--- src/rtl/gacm_pkg.sv ---
// Shared types, constants and helpers for the grid agent collision move block.
package gacm_pkg;

    localparam int COORD_BITS = 12;
    localparam int IDX_BITS   = 8;
    localparam int ACT_BITS   = 9;

    typedef logic signed [COORD_BITS-1:0] coord_t;
    typedef logic signed [COORD_BITS:0]   diff_t;
    typedef logic signed [COORD_BITS+1:0] wide_t;

    localparam coord_t COORD_MAX = {1'b0, {(COORD_BITS-1){1'b1}}};
    localparam coord_t COORD_MIN = {1'b1, {(COORD_BITS-1){1'b0}}};

    typedef enum logic {
        OP_LOAD = 1'b0,
        OP_MOVE = 1'b1
    } op_t;

    typedef enum logic [1:0] {
        CH_DESIRED = 2'd0,
        CH_ALT_A   = 2'd1,
        CH_ALT_B   = 2'd2,
        CH_STAYED  = 2'd3
    } choice_t;

    typedef struct packed {
        coord_t x;
        coord_t y;
    } cell_t;

    // index 0 desired, 1 first alternative, 2 second alternative
    typedef cell_t [2:0] cand_set_t;

    typedef struct packed {
        op_t                 operation;
        logic [IDX_BITS-1:0] agent_index;
        coord_t              coord_x;
        coord_t              coord_y;
    } req_item_t;

    typedef struct packed {
        coord_t  new_x;
        coord_t  new_y;
        choice_t choice;
    } rsp_item_t;

    function automatic coord_t sat_coord(input wide_t v);
        wide_t hi_w;
        wide_t lo_w;
        hi_w = wide_t'(COORD_MAX);
        lo_w = wide_t'(COORD_MIN);
        if (v > hi_w)
            return COORD_MAX;
        else if (v < lo_w)
            return COORD_MIN;
        else
            return coord_t'(v[COORD_BITS-1:0]);
    endfunction

endpackage

--- src/rtl/gacm_cand.sv ---
// Candidate builder: desired cell plus two alternatives, saturated to range.
module gacm_cand (
    input  gacm_pkg::cell_t     cur,
    input  gacm_pkg::cell_t     des,
    output gacm_pkg::cand_set_t cands
);
    import gacm_pkg::*;

    diff_t dx;
    diff_t dy;
    logic  straight;

    assign dx       = diff_t'(des.x) - diff_t'(cur.x);
    assign dy       = diff_t'(des.y) - diff_t'(cur.y);
    assign straight = (dx == diff_t'(0)) || (dy == diff_t'(0));

    always_comb
    begin
        cands[0] = des;
        if (straight)
        begin
            // sideways offsets
            cands[1].x = sat_coord(wide_t'(des.x) + wide_t'(dy));
            cands[1].y = sat_coord(wide_t'(des.y) + wide_t'(dx));
            cands[2].x = sat_coord(wide_t'(des.x) - wide_t'(dy));
            cands[2].y = sat_coord(wide_t'(des.y) - wide_t'(dx));
        end
        else
        begin
            // axis-aligned cells of a diagonal step
            cands[1].x = des.x;
            cands[1].y = cur.y;
            cands[2].x = cur.x;
            cands[2].y = des.y;
        end
    end

endmodule

--- config.mk ---
export PLATFORM = sky130hd
export DESIGN_NAME = gacm_cand
export DESIGN_NICKNAME = d
export VERILOG_FILES = /design/src/rtl/gacm_pkg.sv /design/src/rtl/gacm_cand.sv
export SDC_FILE = /design/constraint.sdc
export NUM_CORES = 1
export LEC_CHECK = 0
export BUFFER_PORTS_ARGS = -buffer_cell sky130_fd_sc_hd__buf_2
export CAP_MARGIN = 20
export CORE_MARGIN = 2
export CORE_UTILIZATION = 50
export DETAILED_ROUTE_END_ITERATION = 7
export PLACE_DENSITY = 0.74
export SYNTH_ARGS = -nofsm -noshare
export SYNTH_HDL_FRONTEND = slang
export SYNTH_SLANG_ARGS = --single-unit
--- constraint.sdc ---
create_clock -name vclk -period 6.71
set_input_delay 1.0065 -clock vclk [all_inputs]
set_output_delay 1.0065 -clock vclk [all_outputs]
set_load 0.05 [all_outputs]
==> qor.yml <==
p_seq_share_pct: 0
die-area_um2: 10500
synth_xor_area_share_pct: 8.33
worstMarginPinSlew_ps: 727
ir_worst_vdd_uv: 152
p_leak_nw: 2.73
synth-compound-area-share_pct: 34.0
power.switching_uw: 604
hold_class: "in2out"
layout.cells.non_filler: 917
cp.arrival_ps: 5400
cpLargestDelayFamily: "compound AO/OA/AOI/OAI gates"
post_drt_via_cell_ratio: 5.70
fp.dieW_um: 102
drtIter0Drc: 191
path_class: "in2out"
synthSimpleGateAreaFrac_pct: 16.8
avgRoutedWirePerCell_um: 14.5
io_pins: 120
hold_violations: 0
first_pass_iters: 5
drt-total-wl_mm: 13.3
yosysSeqAreaShare_pct: 0
setup_viol: 0
final_cell_mix: "buf_2 (120), inv_1 (97), ha_1 (83), a21oi_1 (79), nor2_1 (47)"
critPathMaxStageDelay_ps: 460
post_synth_instance_area_um2: 4840
synthDistinctLibCells: 63
hp-start: "des[0]"
pwr-share-comb_pct: 100.0
vias: 5231
period_needed_ps: 6410
fin_tns_setup_ps: 0
syn-num-nets: 841
die_height_um: 102
report.final.slew_viol_count: 0
start_util_pct: 51.8
drc: 0
cts.repair_timing.setup_buffer_count: 0
n_fill_cell: 905
final_common_cell: "buf_2"
syn2layout_area_growth_pct: 12.4
layout-drive-gt1-share_pct: 20.3
grt_pass1_wl_mm: 21.5
power.internal_uw: 362
path_cells: "buf_2 -> ha_1 -> nor2b_1 -> o21a_1 -> mux2_2 -> a2111oi_4 -> inv_1 -> ha_1 -> o21a_1 -> nor2_1 -> a21oi_1 -> a211o_1 -> nor3_1 -> or3_1 -> a21o_1 -> nand3_1 -> a22oi_1 -> buf_2"
fin_crit_sh_pct: 95.5
path_max_fanout: 11
worstPathRequired_ps: 5700
nNetsFinal: 929
grt_util_all_layers_pct: 24.5
grt-ovfl-total: 0
regArea_um2: 0
grt_pass1_vias: 4728
crit_buf_inv: 3
antenna_found_initial: 0
critical-path-slowest-cell: "a2111oi_4"
numSequentialCells: 0
outcome: "finished clean"
clock_buffers: 0
postCtsHoldBufs: 0
power_density_nw_per_um2: 178
place_hpwl_mm: 11.1
synth_fa_ha_area_share_pct: 24.5
rows: 35
max_freq_mhz: 156
rsz0062_at_grt: "no"
startpoint: "des[13]"
diodes: 0
coreArea_um2: 9330
ys_warn_count: 0
relSlewSlack_pct: 51.5
syn_area_per_cell_um2: 6.89
cp-end-kind: "output pin"
switching_share_pct: 62.5
synth_top_family_by_area: "compound AO/OA/AOI/OAI gates"
gp_congestion: 0.987
grt_max_degree: 38
io_buffers: 120
critPathLaunchType: "input pin"
synthMuxAreaShare_pct: 2.79
synthCells: 702
maxCapViolations: 0
antenna_left: 0
dpl.cell_count: 917
p_clk_share_pct: 0
[power groups by stage]
stage          registers (mW)  clock network, mW  logic (mW)
2_1_floorplan               0                  0       0.738
3_3_place_gp                0                  0       0.924
3_5_place_dp                0                  0       0.943
4_1_cts                     0                  0       0.950
5_1_grt                     0                  0        1.07
6_report                    0                  0       0.967
[cell usage after synthesis, types with 4 or more instances]
library cell / instances / area [um2]
or4_1: 4 / 30.0
and3_1: 4 / 25.0
mux2_2: 12 / 135
nand3_1: 11 / 55.1
nand2_1: 34 / 128
nor2b_1: 15 / 93.8
o21bai_1: 8 / 60.1
a22oi_1: 10 / 75.1
xor2_1: 22 / 193
o22ai_1: 4 / 25.0
o21a_1: 12 / 90.1
or2_2: 4 / 25.0
a211oi_1: 29 / 218
a311oi_1: 4 / 35.0
ha_1: 85 / 1060
or3_1: 7 / 43.8
a21oi_1: 79 / 395
o21ai_0: 35 / 175
inv_1: 97 / 364
buf_2: 5 / 25.0
nand2b_1: 13 / 81.3
nor2_1: 47 / 176
a211o_1: 4 / 35.0
fa_1: 6 / 120
nor3_1: 10 / 50.1
clkbuf_1: 13 / 48.8
a21o_1: 13 / 97.6
xnor2_1: 24 / 210
o31ai_1: 13 / 97.6
buf_4: 25 / 188
[per-layer routing]
metal | up-vias | global-route usage, % | routed length [um] | part of all wire [%]
li1 | 2654 | - | - | -
met1 | 2390 | 33.6 | 6370 | 48
met2 | 169 | 44.3 | 6200 | 47
met3 | 18 | 0.274 | 604 | 4.5
met4 | 0 | 2.67 | 141 | 1.1
met5 | - | 0 | 0 | 0
[metrics by stage]
| stage | total power, mW | cell area, um2 | worst slack, ps | util (%) | hold WS (ps) |
|---|---|---|---|---|---|
| floorplan | 0.738 | 4840 | 385 | - | 2180 |
| global placement | 0.924 | 5410 | 349 | 58.0 | 2330 |
| detailed placement | 0.943 | 5410 | 241 | 58.0 | 2330 |
| CTS | 0.950 | 5410 | 227 | 58.0 | 2330 |
| global route | 1.07 | 5430 | 7.98 | 58.3 | 2340 |
| finish | 0.967 | 5430 | 304 | 58.3 | 2330 |
[area by class of cell]
type                       instances  area [um2]  share of cell area, %
timing repair buffer             132         691                   12.7
multi-input combinational        559        4220                   77.6
tap                              129         161                   2.97
inverter                          97         364                   6.70
[kinds of logic (layout without fill, tap and decap cells)]
family | count (synthesis) | in the layout
AOI/OAI and AO/OA | 247 | 247
xor gates and xnor gates | 46 | 46
muxes | 12 | 12
adders and majority gates | 91 | 91
and+or+nand+nor | 163 | 163
buffers and inverters | 143 | 229
[worst paths after layout]
path	endpoint	slack, ps	depth (start not counted)
worst max-delay path	cands[28]	300	18
worst min-delay path	cands[0]	2330	2
[timing repair]
item / 4_1_cts / 5_1_grt
hold endpoints to repair: 0 / 0
endpoints found under the setup margin: 0 / 22
resized for setup: 0 / 5
(Power assumes the default switching activity.)
