[config.mk]
export PLATFORM = sky130hd
export DESIGN_NAME = gacm_near
export DESIGN_NICKNAME = d
export VERILOG_FILES = /design/src/rtl/gacm_pkg.sv /design/src/rtl/gacm_near.sv
export SDC_FILE = /design/constraint.sdc
export NUM_CORES = 1
export LEC_CHECK = 0
export ABC_AREA = 1
export BUFFER_PORTS_ARGS = -buffer_cell sky130_fd_sc_hd__buf_4
export CELL_PAD_IN_SITES_DETAIL_PLACEMENT = 0
export CELL_PAD_IN_SITES_GLOBAL_PLACEMENT = 2
export CORE_MARGIN = 4
export CORE_UTILIZATION = 25
export DETAILED_ROUTE_END_ITERATION = 8
export GPL_TIMING_DRIVEN = 1
export PLACE_DENSITY = 0.95
export SLEW_MARGIN = 0
export SYNTH_ARGS = -nofsm -noshare
export SYNTH_HDL_FRONTEND = slang
export SYNTH_SLANG_ARGS = --single-unit
[constraint.sdc]
create_clock -name vclk -period 5.4
set_input_delay 0.81 -clock vclk [all_inputs]
set_output_delay 0.81 -clock vclk [all_outputs]
set_load 0.05 [all_outputs]
[src/rtl/gacm_pkg.sv]
// Shared types, constants and helpers for the grid agent collision move block.
package gacm_pkg;

    localparam int COORD_BITS = 12;
    localparam int IDX_BITS   = 8;
    localparam int ACT_BITS   = 9;

    typedef logic signed [COORD_BITS-1:0] coord_t;
    typedef logic signed [COORD_BITS:0]   diff_t;
    typedef logic signed [COORD_BITS+1:0] wide_t;

    localparam coord_t COORD_MAX = {1'b0, {(COORD_BITS-1){1'b1}}};
    localparam coord_t COORD_MIN = {1'b1, {(COORD_BITS-1){1'b0}}};

    typedef enum logic {
        OP_LOAD = 1'b0,
        OP_MOVE = 1'b1
    } op_t;

    typedef enum logic [1:0] {
        CH_DESIRED = 2'd0,
        CH_ALT_A   = 2'd1,
        CH_ALT_B   = 2'd2,
        CH_STAYED  = 2'd3
    } choice_t;

    typedef struct packed {
        coord_t x;
        coord_t y;
    } cell_t;

    // index 0 desired, 1 first alternative, 2 second alternative
    typedef cell_t [2:0] cand_set_t;

    typedef struct packed {
        op_t                 operation;
        logic [IDX_BITS-1:0] agent_index;
        coord_t              coord_x;
        coord_t              coord_y;
    } req_item_t;

    typedef struct packed {
        coord_t  new_x;
        coord_t  new_y;
        choice_t choice;
    } rsp_item_t;

    function automatic coord_t sat_coord(input wide_t v);
        wide_t hi_w;
        wide_t lo_w;
        hi_w = wide_t'(COORD_MAX);
        lo_w = wide_t'(COORD_MIN);
        if (v > hi_w)
            return COORD_MAX;
        else if (v < lo_w)
            return COORD_MIN;
        else
            return coord_t'(v[COORD_BITS-1:0]);
    endfunction

endpackage

[src/rtl/gacm_near.sv]
// Neighbor compare: flags candidates occupied by a nearby table entry.
module gacm_near (
    input  gacm_pkg::cell_t     entry,
    input  gacm_pkg::cell_t     mover,
    input  gacm_pkg::cand_set_t cands,
    output logic [2:0]          hit
);
    import gacm_pkg::*;

    diff_t dx;
    diff_t dy;
    logic  near;

    assign dx = diff_t'(entry.x) - diff_t'(mover.x);
    assign dy = diff_t'(entry.y) - diff_t'(mover.y);

    // squared distance below 4 <=> both offsets within one step
    assign near = (dx >= diff_t'(-1)) && (dx <= diff_t'(1))
               && (dy >= diff_t'(-1)) && (dy <= diff_t'(1));

    always_comb
    begin
        for (int k = 0; k < 3; k++)
        begin
            hit[k] = near && (entry == cands[k]);
        end
    end

endmodule

==> key figures <==
Min path
  • Hold Crit Start: cands[59]
  • Hold Crit Class: input port to output pin

Final layout
  • Area of the multi-input gates: 2217 sq um
  • Area growth, synth to finish: 42.69%
  • Final core utilization: 36.93%
  • Fill cells: 1,116
  • # diodes: 0
  • Clock buf count: 0
  • Layout cells sized above 1: 25.26%
  • Seq cells: 0
  • Nets@finish: 726
  • FF/Latch Area: 0 sq um
  • Non-filler cells, final: 711

Clocking
  • Hold Buf Count CTS: 0
  • Cts repair resizes: 0
  • Setup Buffers After CTS: 0

Setup path
  • CP Launch Type: input port
  • Most used cell, CP: nand2_2
  • Max incr delay on CP: 0.40 ns
  • Kind of critical path: input port to output pin
  • Slowest CP cell: fa_1
  • Crit end category: output pin
  • CP cell instances: buf_4 -> inv_1 -> ha_1 -> inv_1 -> fa_1 -> nand3_1 -> nand2_2 -> nand2_2 -> nand2_2 -> nand2_1 -> nand2_1 -> xor2_1 -> nand4_1 -> nand2_1 -> nand2_2 -> nor2_1 -> buf_4
  • Max FO, Critical Path: 4
  • CP Launch Point: entry[12]
  • Worst Path Required: 4.59 ns
  • Worst endpoint data arrival time: 2.97 ns

Yosys
  • Most area-hungry cell type in the Yosys netlist: nand2_1
  • Synth Cell Area: 2541 sq um
  • Top area cells in the synthesized netlist: nand2_1 (19%), xnor2_1 (14%), inv_1 (12%), ha_1 (12%), xor2_1 (10%)
  • Synth unique cells: 26
  • Yosys warnings: 0
  • Seq/Total Area, Yosys: 0%
  • Count leader, synth: nand2_1
  • Yosys top cell area share: 19.20%
  • Syn_area_per_cell: 5.573 sq um
  • Cells after synthesis: 456
  • Synth Net Count: 602
  • Most instantiated cells after synthesis: nand2_1 (130), inv_1 (83), xnor2_1 (41), nand3_1 (37), nor2_1 (34)

Route
  • Starting DRC count in detailed routing: 93
  • Vias post-DR: 3,128
  • DRC viols: 0
  • Via density: 4.399
  • Detailed Route WL: 9.172 mm
  • Wirelength per Cell: 12.90 microns
  • TritonRoute pass-1 iters: 4
  • Antenna-violating nets left: 0

Power and ir drop
  • PwrDens: 92.28 nW/um^2
  • Leakage power: 2.031 nW
  • VDD IR max: 37.97 uV

Timing
  • Max frequency: 264.7 MHz
  • Final slew viol count: 0
  • Final Cycle Share: 69.95%
  • Rel. slew slack: 68.44%
  • TNS Setup: 0 ns
  • Slew @ Worst Pin: 0.4614 ns
  • Final Hold Fails: 0
  • Final setup violation count: 0
  • Minimum clock period: 3.777 ns
  • RSZ-0062 raised after global routing: false

Floorplanning
  • Die Ht: 108.8 microns
  • Core area: 9819 sq um
  • Chip Width: 108.8 microns
  • Initial core utilization: 25.88%
  • Die area: 11,840 sq um
  • I/O pin cnt: 123
  • Cell row count: 36

Placed design
  • Hpwl dp: 8.469 mm
  • Placed cells: 711
  • Number of port buffers: 123
  • Placer congestion estimate: 0.8767

Global routing
  • Initial antenna violation count: 0
  • Vias in the first global route: 3,033
  • Total GRT Usage: 14.95%
  • Largest net degree at the start of global routing: 8
  • Total grt overflow: 0
  • First-pass GRT wire length: 14.28 mm

Run
  • Number of max-cap violations: 0

Run status
  • Status: finished clean
[power breakdown]
| group | leakage [nW] | internal [mW] | switching [mW] | total, mW |
|---|---|---|---|---|
| sequential | 0 | 0 | 0 | 0 |
| combinational | 2.03 | 0.157 | 0.178 | 0.335 |
| clock | 0 | 0 | 0 | 0 |
| total | 2.03 | 0.157 | 0.178 | 0.335 |
[final cells by class]
| cell class | count | area share, % |
|---|---|---|
| Inverter | 85 | 8.799 |
| Multi-Input combinational cell | 370 | 61.15 |
| Timing Repair Buffer | 123 | 25.47 |
| Tap cell | 133 | 4.589 |
[final timing paths]
path	endpoint	slack, ns	cells past startpoint
worst max-delay path	hit[2]	1.62	17
worst min-delay path	hit[2]	2.11	5
[through the flow]
| step | hold slack [ns] | total power, mW | instance area [sq um] | setup WS (ns) |
|---|---|---|---|---|
| detailed placement | 2.113 | 0.3360 | 3626 | 1.605 |
| CTS | 2.115 | 0.3375 | 3626 | 1.598 |
| finish | 2.106 | 0.3346 | 3626 | 1.623 |
| global placement | 2.118 | 0.3336 | 3626 | 1.639 |
| global route | 2.146 | 0.3784 | 3626 | 1.371 |
| floorplan | 1.941 | 0.2030 | 2541 | 1.652 |
[metal layers]
layer | vias to the layer above | part of all wire, % | track usage, % | wire length (microns)
met5 | - | 0 | 0 | 0
met4 | 0 | 1.4 | 1.713 | 125
met3 | 8 | 4.3 | 1.007 | 390
met2 | 76 | 51 | 28.38 | 4660
met1 | 1358 | 44 | 18.93 | 3995
li1 | 1686 | - | - | -
[critical path, delay by kind of cell]
| kind | cells | cell delay (ns) |
|---|---|---|
| buffers and inverters | 4 | 0.52 |
| and+or+nand+nor | 10 | 0.91 |
| adders and majority gates | 2 | 0.55 |
| xor gates and xnor gates | 1 | 0.16 |
[layout by cell type, fill, tap and decap left out]
cell,synthesis,final
nand3_1,37,37
xor2_1,29,29
a21o_1,1,1
nand2_1,130,130
a2111oi_0,1,1
o21bai_1,2,2
ha_1,24,24
or2_2,5,5
a21oi_2,1,1
nor2_2,1,1
nand3b_1,4,4
o21a_1,1,1
buf_4,0,123
o22ai_1,2,2
nor2_1,34,34
inv_1,83,83
a21oi_1,9,9
nand4_1,19,19
nand2_2,14,14
xnor2_1,41,41
nor3_1,2,2
a221oi_1,2,2
fa_1,2,2
nor4_1,7,7
inv_2,2,2
a31oi_1,2,2
[cell families (layout without fill, tap and decap cells)]
logic type	Yosys count	after routing	share of synthesized area [%]
simple gates	253	253	44.41
buf+inv	86	208	12.75
xor+xnor	70	70	24.13
fa+ha+maj	26	26	13.39
compound gates	21	21	5.318
Power figures use the tool's default switching activity.
